==> src/rtl/mart_pkg.sv <==
// shared types and constants for the multicast address reference table
package mart_pkg;

    localparam int TABLE_DEPTH = 64;
    localparam int NUM_FILES   = 32;
    localparam int FILE_BITS   = 64;

    localparam int ADDR_W  = 64;
    localparam int IDX_W   = $clog2(TABLE_DEPTH);
    localparam int CNT_W   = $clog2(TABLE_DEPTH + 1);
    localparam int FID_W   = $clog2(NUM_FILES);
    localparam int REF_W   = 16;
    localparam int ALEN_W  = 4;
    localparam int CFG_W   = 4;
    localparam int CFGI_W  = 1;

    localparam logic [REF_W-1:0] REF_MAX = '1;

    // request codes
    localparam logic [1:0] REQ_ADD   = 2'd0;
    localparam logic [1:0] REQ_DEL   = 2'd1;
    localparam logic [1:0] REQ_QUERY = 2'd2;

    // status codes
    localparam logic [1:0] ST_OK      = 2'd0;
    localparam logic [1:0] ST_NOT_SUP = 2'd1;
    localparam logic [1:0] ST_FULL    = 2'd2;

    // filter change codes
    localparam logic [1:0] CHG_NONE    = 2'd0;
    localparam logic [1:0] CHG_ENABLE  = 2'd1;
    localparam logic [1:0] CHG_DISABLE = 2'd2;

    // configuration register indexes
    localparam logic [CFGI_W-1:0] CFG_ADDR_LEN = 1'b0;
    localparam logic [CFGI_W-1:0] CFG_MC_EN    = 1'b1;

    typedef enum logic [1:0] {
        S_IDLE,
        S_SCAN,
        S_LOAD,
        S_FINISH
    } state_t;

    typedef struct packed {
        logic start;
        logic scan;
        logic set_found;
        logic append;
        logic load;
        logic commit;
    } ctl_cmd_t;

    typedef struct packed {
        logic need_scan;
        logic hit;
        logic scan_done;
        logic is_add;
        logic can_append;
        logic out_free;
    } dp_status_t;

endpackage

==> src/rtl/mart_ctrl.sv <==
// sequencing state machine for the multicast address reference table
module mart_ctrl
    import mart_pkg::*;
(
    input  logic       clk,
    input  logic       rst_n,
    input  logic       in_valid,
    output logic       in_stall,
    input  dp_status_t stat,
    output ctl_cmd_t   cmd
);

    state_t state_reg;
    state_t state_next;

    always_ff @(posedge clk or negedge rst_n)
    begin
        if (!rst_n)
        begin
            state_reg <= S_IDLE;
        end
        else
        begin
            state_reg <= state_next;
        end
    end

    always_comb
    begin
        state_next = state_reg;
        case (state_reg)
            S_IDLE:
            begin
                if (in_valid)
                begin
                    state_next = stat.need_scan ? S_SCAN : S_FINISH;
                end
            end
            S_SCAN:
            begin
                if (stat.hit)
                begin
                    state_next = S_LOAD;
                end
                else if (stat.scan_done)
                begin
                    state_next = (stat.is_add && stat.can_append) ? S_LOAD : S_FINISH;
                end
            end
            S_LOAD:
            begin
                state_next = S_FINISH;
            end
            S_FINISH:
            begin
                if (stat.out_free)
                begin
                    state_next = S_IDLE;
                end
            end
            default:
            begin
                state_next = S_IDLE;
            end
        endcase
    end

    always_comb
    begin
        cmd      = '0;
        in_stall = 1'b1;
        case (state_reg)
            S_IDLE:
            begin
                in_stall  = 1'b0;
                cmd.start = in_valid;
            end
            S_SCAN:
            begin
                cmd.scan = 1'b1;
                if (stat.hit)
                begin
                    cmd.set_found = 1'b1;
                end
                else if (stat.scan_done && stat.is_add && stat.can_append)
                begin
                    cmd.append = 1'b1;
                end
            end
            S_LOAD:
            begin
                cmd.load = 1'b1;
            end
            S_FINISH:
            begin
                cmd.commit = stat.out_free;
            end
            default:
            begin
                cmd = '0;
            end
        endcase
    end

endmodule

==> config.mk <==
export PLATFORM = sky130hd
export DESIGN_NAME = mart_ctrl
export DESIGN_NICKNAME = d
export VERILOG_FILES = /design/src/rtl/mart_pkg.sv /design/src/rtl/mart_ctrl.sv
export SDC_FILE = /design/constraint.sdc
export NUM_CORES = 1
export LEC_CHECK = 0
export ABC_CLOCK_PERIOD_IN_PS = 1600
export CAP_MARGIN = 0
export CORE_AREA = 2 2 39 41
export CTS_BUF_LIST = sky130_fd_sc_hd__clkbuf_8
export DETAILED_ROUTE_END_ITERATION = 8
export DIE_AREA = 0 0 41 43
export DONT_BUFFER_PORTS = 1
export GPL_ROUTABILITY_DRIVEN = 0
export SLEW_MARGIN = 5
export SYNTH_ARGS = -nofsm -noshare
export SYNTH_HDL_FRONTEND = slang
export SYNTH_SLANG_ARGS = --single-unit
==> constraint.sdc <==
create_clock -name clk -period 1.6 [get_ports clk]
set_input_delay 0.32 -clock clk [delete_from_list [all_inputs] [get_ports clk]]
set_output_delay 0.32 -clock clk [all_outputs]
set_load 0.03 [all_outputs]
======== After elaboration in Yosys (flattened, before gate mapping) ========
Cells that the tools add are included.
word-level totals
  register bits after elaboration ......... 2
  bits in latches ......................... 0
  RAM bits ................................ 0
  ROM bits ................................ 0
  input port bits ......................... 9
  output and inout port bits .............. 7
  logic and storage cells ................. 27
  memories kept ........................... 0
cells by class
  $add $sub $neg .......................... 0
  $mul .................................... 0
  div/mod/pow operators ................... 0
  order comparisons ....................... 0
  equal/unequal tests ..................... 6
  shift-type cells ........................ 0
  mux-type cells .......................... 15
  bitwise operators ....................... 0
  reduce and logical (&&, ||, !) cells .... 5
operators by type and width
  operator                                                                count
  2-bit two-way mux                                                       5
  1-bit two-way mux                                                       8
  2-bit one-hot mux with 4 select lines                                   1
  2-bit equality test (second input constant)                             2
  2-bit inequality test (second input constant)                           2
  1-bit logical AND                                                       3
  3-bit two-way mux                                                       1
  3-bit inequality test (second input constant)                           1
  3-bit AND reduction                                                     1
  2-bit by 1-bit equality test with 1-bit output (second input constant)  1
  2-bit zero test                                                         1

======== Depth between registers and ports, before layout ========
Gate-level depths: netlist of the first run.
  word-level depth ........................ 5
  depth in mapped cells ................... 5
  depth with buffers taken out ............ 5

======== Worst setup path after synthesis of the first run ========
Ideal clock, no wire load.
  path type ............................... reg2out
  start ................................... register state_reg[1]
  end ..................................... output cmd[2] (netlist name)
  arrival ................................. 1.410 ns
  required time ........................... 1.280 ns
  path slack .............................. -0.130 ns
  stages on the path, launching flop included .. 5
  buffers on the path ..................... 0
  cells stage by stage .................... dfrtp_1 inv_1 ha_1 nand2b_1 nor2_1
RTL lines
  what                    line             text
  start, declared         mart_ctrl.sv:13  state_t state_reg;
  start signal, assigned  mart_ctrl.sv:24  state_reg <= state_next;
  end, declared           mart_ctrl.sv:10  output ctl_cmd_t cmd

======== Worst setup path after layout of the first run ========
  start ................................... register state_reg[0]
  end ..................................... register state_reg[0]
between the ends
  longest elaborated chain between the ends .. 3
  elaborated cells between the ends (all ways) .. 9
  classes of those cells .................. eq/ne: 6; mux: 1; reduce/logical: 2
RTL lines
  what                                                                             line             text
  2-bit by 1-bit equality test with 1-bit output, or another cell as far along     mart_ctrl.sv:31  case (state_reg)
  3-bit inequality test (no source line) or 2-bit inequality test (tied branches)  -
  3-bit AND reduction (no source line)                                             -
Parallel ways exist; a longest one is shown, timed or not.
A chain may end at the register's enable or synchronous reset.

==> results of run 1 <==
-- report_power, final --
group          internal [W]  switching [W]  total [W]
Combinational      0.000280       0.000313   0.000593
Sequential        0.0000829      0.0000378   0.000121
Clock              0.000159      0.0000355   0.000194
Total              0.000521       0.000387   0.000908
-- what timing repair did --
item | CTS | global route
hold buffers | 1 | 0
hold endpoints to repair | 2 | 0
gates cloned | 0 | 0
buffers inserted | 0 | 3
endpoints found under the setup margin | 3 | 5
pin swaps | 0 | 1
resized for setup | 2 | 6
-- layout make-up --
type | count | area, um2
well taps | 16 | 20.0
clock buffers | 3 | 41.3
repair buffers | 8 | 70.1
multi-input cells | 23 | 208
fillers | 155 | 978
inverters | 4 | 15.0
flip-flops and latches | 2 | 51.3
-- worst max-delay path by stage --
stage	start	slack (ps)	cells after the start	end
final	state_reg[0]$_DFFE_PN0P_	40	4	state_reg[0]$_DFFE_PN0P_
after global routing	state_reg[1]$_DFFE_PN0P_	-30	5	state_reg[0]$_DFFE_PN0P_
after CTS	state_reg[0]$_DFFE_PN0P_	6	4	cmd[5]
after detailed placement	state_reg[1]$_DFFE_PN0P_	20	5	state_reg[0]$_DFFE_PN0P_
after global placement	state_reg[1]$_DFFE_PN0P_	30	5	state_reg[0]$_DFFE_PN0P_
after floorplan	state_reg[1]$_DFFE_PN0P_	70	4	cmd[2]
-- routing by layer --
| layer | vias up | global-route usage |
|---|---|---|
| li1 | 119 | - |
| met1 | 101 | 0.0742 |
| met2 | 5 | 0.109 |
| met3 | 0 | 0.0157 |
| met4 | 0 | 0.0600 |
| met5 | - | 0 |
-- worst max-delay path: cells and delay by family, from the launching register on --
family	cells	cell delay, ps
adders and majority gates	1	220
buffers and inverters	1	140
DFF	1	430
AOI/OAI and AO/OA	2	640
-- metrics by stage --
stage          setup slack (ps)  total power [W]  hold WS [ps]  cells
5_1_grt                   -26.4         0.000979           340     56
6_report                   39.8         0.000908           345     56
3_5_place_dp               17.0         0.000628          24.5     49
2_1_floorplan              72.6         0.000517          24.4     29
3_3_place_gp               26.7         0.000623          24.5     49
4_1_cts                    6.03         0.000841           338     53
-- cells by family after synthesis --
| family | after synthesis |
|---|---|
| DFF | 2 |
| buffers and inverters | 4 |
| adders and majority gates | 6 |
| and+or+nand+nor | 11 |
| AOI/OAI and AO/OA | 4 |
| muxes | 2 |
-- synth_stat cells --
| library cell | n | area [um2] |
|---|---|---|
| ha_1 | 6 | 75.1 |
| inv_1 | 4 | 15.0 |
| nor2_1 | 3 | 11.3 |
| and2_1 | 2 | 12.5 |
| dfrtp_1 | 2 | 50.1 |
| mux2i_1 | 2 | 20.0 |
| a2111oi_0 | 1 | 8.76 |
| a211o_1 | 1 | 8.76 |
| a21oi_1 | 1 | 5.00 |
| and2_2 | 1 | 7.51 |
| nand2b_1 | 1 | 6.26 |
| nand3_1 | 1 | 5.00 |
| nor2b_1 | 1 | 6.26 |
| nor2b_4 | 1 | 13.8 |
| o32a_1 | 1 | 10.0 |
| or2b_2 | 1 | 8.76 |
==> results by group, run 1 <==
GRT
  • Vias in the first global route: 240
  • Initial antenna violation count: 0
  • First-pass GRT wire length: just over 800 um
  • Largest net degree at the start of global routing: 6
  • Grt ovf: 0
  • All-Layer GR Usage: 0.0704

Timing
  • Clk_skew: 0.980 ps
  • Final hold viol count: 0
  • RSZ-0062 raised after global routing: yes
  • Worst Max-Slew Pin Slew: ~370 ps
  • Setup TNS: 0 ps
  • Slew Viols, Final: 0
  • Max-slew headroom: 0.748
  • F_max: 0.641 GHz
  • Endpoints failing setup: 0
  • Min Tclk post-route: approximately 1600 ps
  • Final Cycle Share: 0.975

Routing
  • Total Wirelength: ~600 um
  • DR vias/cell: 4.02
  • WL met3: between 20 and 25 um
  • Post-route ant nets: 0
  • DR vias: 225
  • Initial DRC Count: 0
  • Average wire per standard cell: 10.5 um
  • Top sig layer: met3
  • DRC violations left: 0
  • DR pass1 iterations: 1
  • Met1 wire length: 229 um
  • WL met2: 334 um

Die
  • Ports: 16
  • Cell row count: 14
  • Initial Utilization: 0.191
  • Die width: 41 um
  • Core Area: 1380 um2
  • Die Ht: 43 um
  • Die ar.: 1760 um2

Finish
  • Design Area, Final: 405 um2
  • Layout net count: 57
  • Max reg flops: 2
  • Antenna diodes: 0
  • Most frequent cells in the layout: ha_1 (5), buf_4 (5), clkbuf_8 (3)
  • Area delta synth->final: 53.6%
  • Share of layout cells above drive strength 1: 0.500
  • Layout Utilization: 0.293

Synth
  • Mapped Area: 264 um2
  • Mapped Cells: 29
  • Yosys warning total: 0
  • Synth Area in Compound Gates: 0.123
  • Synth Area per Inst: 9.10 um2
  • Mux share of post-synthesis cell area: 0.0758
  • Area share of xor/xnor cells in the synthesized design: 0
  • Post-synth cell types: 16
  • Simple logic cell fraction of the synthesized area: 0.270
  • Sequential area share after synthesis: 0.190
  • Yosys reg bits: 2
  • Largest family of logic cells by synthesized area: adder cells
  • Post-synthesis adder-cell area fraction: 0.284
  • Mapped Nets: 44

Critical path
  • Crit start category: flip-flop
  • Crit path largest cell delay: roughly 430 ps
  • Worst reg2reg startpoint: state_reg[0]$_DFFE_PN0P_
  • Reg2reg path depth: 4
  • Critical path type: reg2reg
  • Crit end category: flip-flop
  • Master of the slowest instance on the critical path: dfrtp_2
  • Reg2reg end: state_reg[0]$_DFFE_PN0P_
  • Reg2reg setup slack: around 40 ps
  • Worst EP arrival: roughly 1600 ps
  • Max Fanout on Critical Path: 4
  • Cell Chain, Critical Path: buf_4 > ha_1 > a211o_1 > o32a_1
  • Req. time, crit path: 1680 ps

Clock network
  • Clock latency on the worst-skew pair: 210 ps
  • CTS Buffer Depth: 2
  • Sink Count: 2
  • CTS buffer count: 3
  • Clk root buf: clkbuf_8
  • H-tree depth: 1
  • CTS tree: built
  • CTS clk-pin slew, worst paths: 30 ps

Place
  • Post-DP HPWL: 425 um
  • Placed cell areas: roughly 320 um2
  • PortBufs: 0

Power and ir drop
  • IR drop worst, VDD: 859 uV
  • Lkg Pwr: 0.198 nW
  • Pwr dens: approximately 2200 nW/um2

Job
  • Max Cap Violations: 0

Hold path
  • Hold WC Path Type: in2async

Status
  • Status: finished clean
Note: power is estimated with default switching activity, not from simulation.
==> run 2: changes to the inputs <==
--- a/config.mk
+++ b/config.mk
@@ -5,7 +5,7 @@
 export SDC_FILE = /design/constraint.sdc
 export NUM_CORES = 1
 export LEC_CHECK = 0
-export ABC_CLOCK_PERIOD_IN_PS = 1600
+export ABC_CLOCK_PERIOD_IN_PS = 1300
 export CAP_MARGIN = 0
 export CORE_AREA = 2 2 39 41
 export CTS_BUF_LIST = sky130_fd_sc_hd__clkbuf_8
@@ -13,6 +13,7 @@
 export DIE_AREA = 0 0 41 43
 export DONT_BUFFER_PORTS = 1
 export GPL_ROUTABILITY_DRIVEN = 0
+export GPL_TIMING_DRIVEN = 0
 export SLEW_MARGIN = 5
 export SYNTH_ARGS = -nofsm -noshare
 export SYNTH_HDL_FRONTEND = slang
==> constraint.sdc (replaced) <==
create_clock -name clk -period 1.3 [get_ports clk]
set_input_delay 0.26 -clock clk [delete_from_list [all_inputs] [get_ports clk]]
set_output_delay 0.26 -clock clk [all_outputs]
set_load 0.03 [all_outputs]
==> run 2 against run 1 <==
The run now ends with negative setup slack left; utilization up 4.9 points; first-iteration DRC count unchanged; sequential share of layout area down 1.8 points; clock power up 30%; routed wire length down 1.7%; clock skew up 1.5 ps; fmax up 4.8%; worst hold slack worse by 60 ps; non-clock buffer count down 1; critical endpoint unchanged.
==> results by group, run 2 (synthesis gave the netlist of run 1 again) <==
Timing
  • Endpoints failing setup: 8 (was 0)
  • F_max: 0.671 GHz (was 0.641 GHz)
  • Max-slew headroom: 0.773 (was 0.748)
  • Final hold viol count: 0 (unchanged)
  • Clk_skew: 2.48 ps (was 0.980 ps)
  • Worst Max-Slew Pin Slew: 332 ps (was 368 ps)
  • Final Cycle Share: 1.15 (was 0.975)
  • Slew Viols, Final: 0 (unchanged)
  • Setup TNS: -944 ps (was 0 ps)
  • Final worst-path setup slack: -189 ps (was 39.8 ps)
  • Min Tclk post-route: 1490 ps (was 1560 ps)
  • RSZ-0062 raised after global routing: yes (unchanged)

Finish
  • Reg area: 51.3 um2 (unchanged)
  • Commonest non-fill, non-tap cell in the layout: buf_4
  • Layout net count: 56 (was 57)
  • Area delta synth->final: 79.1% (was 53.6%)
  • Design Area, Final: 473 um2 (was 405 um2)
  • Share of layout cells above drive strength 1: 0.650 (was 0.500)
  • Antenna diodes: 0 (unchanged)
  • Area of the multi-input gates: 270 um2 (was 208 um2)
  • Layout Utilization: 0.342 (was 0.293)
  • Most frequent cells in the layout: buf_4 (4), and2_4 (3), ha_4 (3), clkbuf_8 (3) (was ha_1 (5), buf_4 (5), clkbuf_8 (3))
  • Fill count: 149 (was 155)
  • Max reg flops: 2 (unchanged)

Clock network
  • CTS buffer count: 3 (unchanged)
  • CTS tree: built (unchanged)
  • Sink Count: 2 (unchanged)
  • CTS Buffer Depth: 2 (unchanged)
  • Clock latency on the worst-skew pair: 210 ps (about the same)
  • Clk root buf: clkbuf_8 (unchanged)
  • H-tree depth: 1 (unchanged)
  • CTS clk-pin slew, worst paths: 30 ps (about the same)

Critical path
  • Reg2reg setup slack: -190 ps (was 40 ps)
  • Crit path largest cell delay: 410 ps (was 430 ps)
  • Reg2reg path depth: 5 (was 4)
  • Master of the slowest instance on the critical path: dfrtp_1 (was dfrtp_2)
  • Worst reg2reg startpoint: state_reg[1]$_DFFE_PN0P_ (was state_reg[0]$_DFFE_PN0P_)
  • Crit start category: flip-flop (unchanged)
  • Worst EP arrival: 1580 ps (was 1640 ps)
  • Critical path type: reg2reg (unchanged)
  • Buf+Inv Stages, Crit Path: 1 (unchanged)
  • Crit end category: flip-flop (unchanged)
  • Cell Chain, Critical Path: buf_4 > ha_2 > nor2b_4 > a211o_1 > o32a_1 (was buf_4 > ha_1 > a211o_1 > o32a_1)
  • Reg2reg end: state_reg[0]$_DFFE_PN0P_ (unchanged)
  • Crit path max-delay family: compound AO/OA/AOI/OAI gates (unchanged)
  • Req. time, crit path: 1390 ps (was 1680 ps)
  • Max Fanout on Critical Path: 3 (was 4)

GRT
  • First-pass GRT wire length: 848 um (was 814 um)
  • Largest net degree at the start of global routing: 7 (was 6)
  • Initial antenna violation count: 0 (unchanged)
  • Grt ovf: 0 (unchanged)
  • Vias in the first global route: 231 (was 240)
  • All-Layer GR Usage: 0.0752 (was 0.0704)

Hold path
  • Hold WC Path Type: in2async (unchanged)

Power and ir drop
  • Total power: 0.00132 W (was 0.000908 W)
  • Lkg Pwr: 0.204 nW (was 0.198 nW)
  • IR drop worst, VDD: 702 uV (was 859 uV)
  • Pwr dens: 2790 nW/um2 (was 2240 nW/um2)

Die
  • Core Area: 1380 um2 (unchanged)
  • Ports: 16 (unchanged)
  • Die ar.: 1760 um2 (unchanged)
  • Initial Utilization: 0.191 (unchanged)
  • Die width: 41 um (unchanged)
  • Cell row count: 14 (unchanged)
  • Die Ht: 43 um (unchanged)

Routing
  • DR pass1 iterations: 1 (unchanged)
  • Post-route ant nets: 0 (unchanged)
  • DR vias/cell: 4.29 (was 4.02)
  • Average wire per standard cell: 10.3 um (was 10.5 um)
  • DR vias: 240 (was 225)
  • DRC violations left: 0 (unchanged)
  • Total Wirelength: 576 um (was 586 um)
  • Initial DRC Count: 0 (unchanged)

Status
  • Failing checks: negative setup slack
  • Status: finished, violations left (was finished clean)

Place
  • Placed cell areas: 328 um2 (was 319 um2)
  • PortBufs: 0 (unchanged)
  • Post-DP HPWL: 419 um (was 425 um)
  • Dpl ws: -231 ps (was 17.0 ps)

Job
  • Max Cap Violations: 0 (unchanged)
[run 2: cell types whose count changed in the layout (fill, tap and decap cells not counted), sizes merged]
cell      before  now
buf            7    6
clkinvlp       0    1
[run 2: final cells by class]
cell class | instances | share of cell area
Timing Repair Buffer | 7 | 0.132
Inverter | 4 | 0.0503
Clock buffer | 3 | 0.0873
Multi-Input combinational cell | 23 | 0.571
Tap cell | 16 | 0.0423
Sequential cell | 2 | 0.108
Clock inverter | 1 | 0.00794
[run 2: worst register-to-register path: stages (launching register included)]
cell and delay [ps]:
dfrtp_1 410, buf_4 150, ha_2 160, nor2b_4 120
a211o_1 230, o32a_1 290
[run 2: repair_timing]
action	CTS	global route
resized for setup	9	5
pin swaps	3	3
setup buffers	4	3
cloned	0	0
setup endpoints to repair	8	8
hold buffers	1	0
endpoints found under the hold margin	2	0
[run 2: layer usage]
metal	global-route usage	up-vias	part of all wire
met1	0.0703	113	0.36
met4	0.0600	0	0
met5	0	-	0
met2	0.119	9	0.57
li1	-	118	-
met3	0.0314	0	0.063
[run 2: worst max path at each step]
stage                               end  cells after the start                      from
6_report       state_reg[0]$_DFFE_PN0P_                      5  state_reg[1]$_DFFE_PN0P_
5_1_grt        state_reg[0]$_DFFE_PN0P_                      5  state_reg[0]$_DFFE_PN0P_
4_1_cts                          cmd[2]                      4  state_reg[1]$_DFFE_PN0P_
2_1_floorplan  state_reg[0]$_DFFE_PN0P_                      5  state_reg[0]$_DFFE_PN0P_
3_3_place_gp   state_reg[0]$_DFFE_PN0P_                      5  state_reg[1]$_DFFE_PN0P_
3_5_place_dp   state_reg[0]$_DFFE_PN0P_                      5  state_reg[1]$_DFFE_PN0P_
[run 2: power by group]
part,internal (W),total (W),switching [W]
logic,0.000459,0.000900,0.000441
registers,0.000102,0.000168,0.0000656
clock network,0.000200,0.000253,0.0000533
[run 2: stage by stage]
step | hold WS (ps) | std cells
global placement | -35.5 | 45
CTS | 280 | 54
detailed placement | -35.5 | 45
global route | 293 | 56
finish | 285 | 56
floorplan | -35.6 | 29
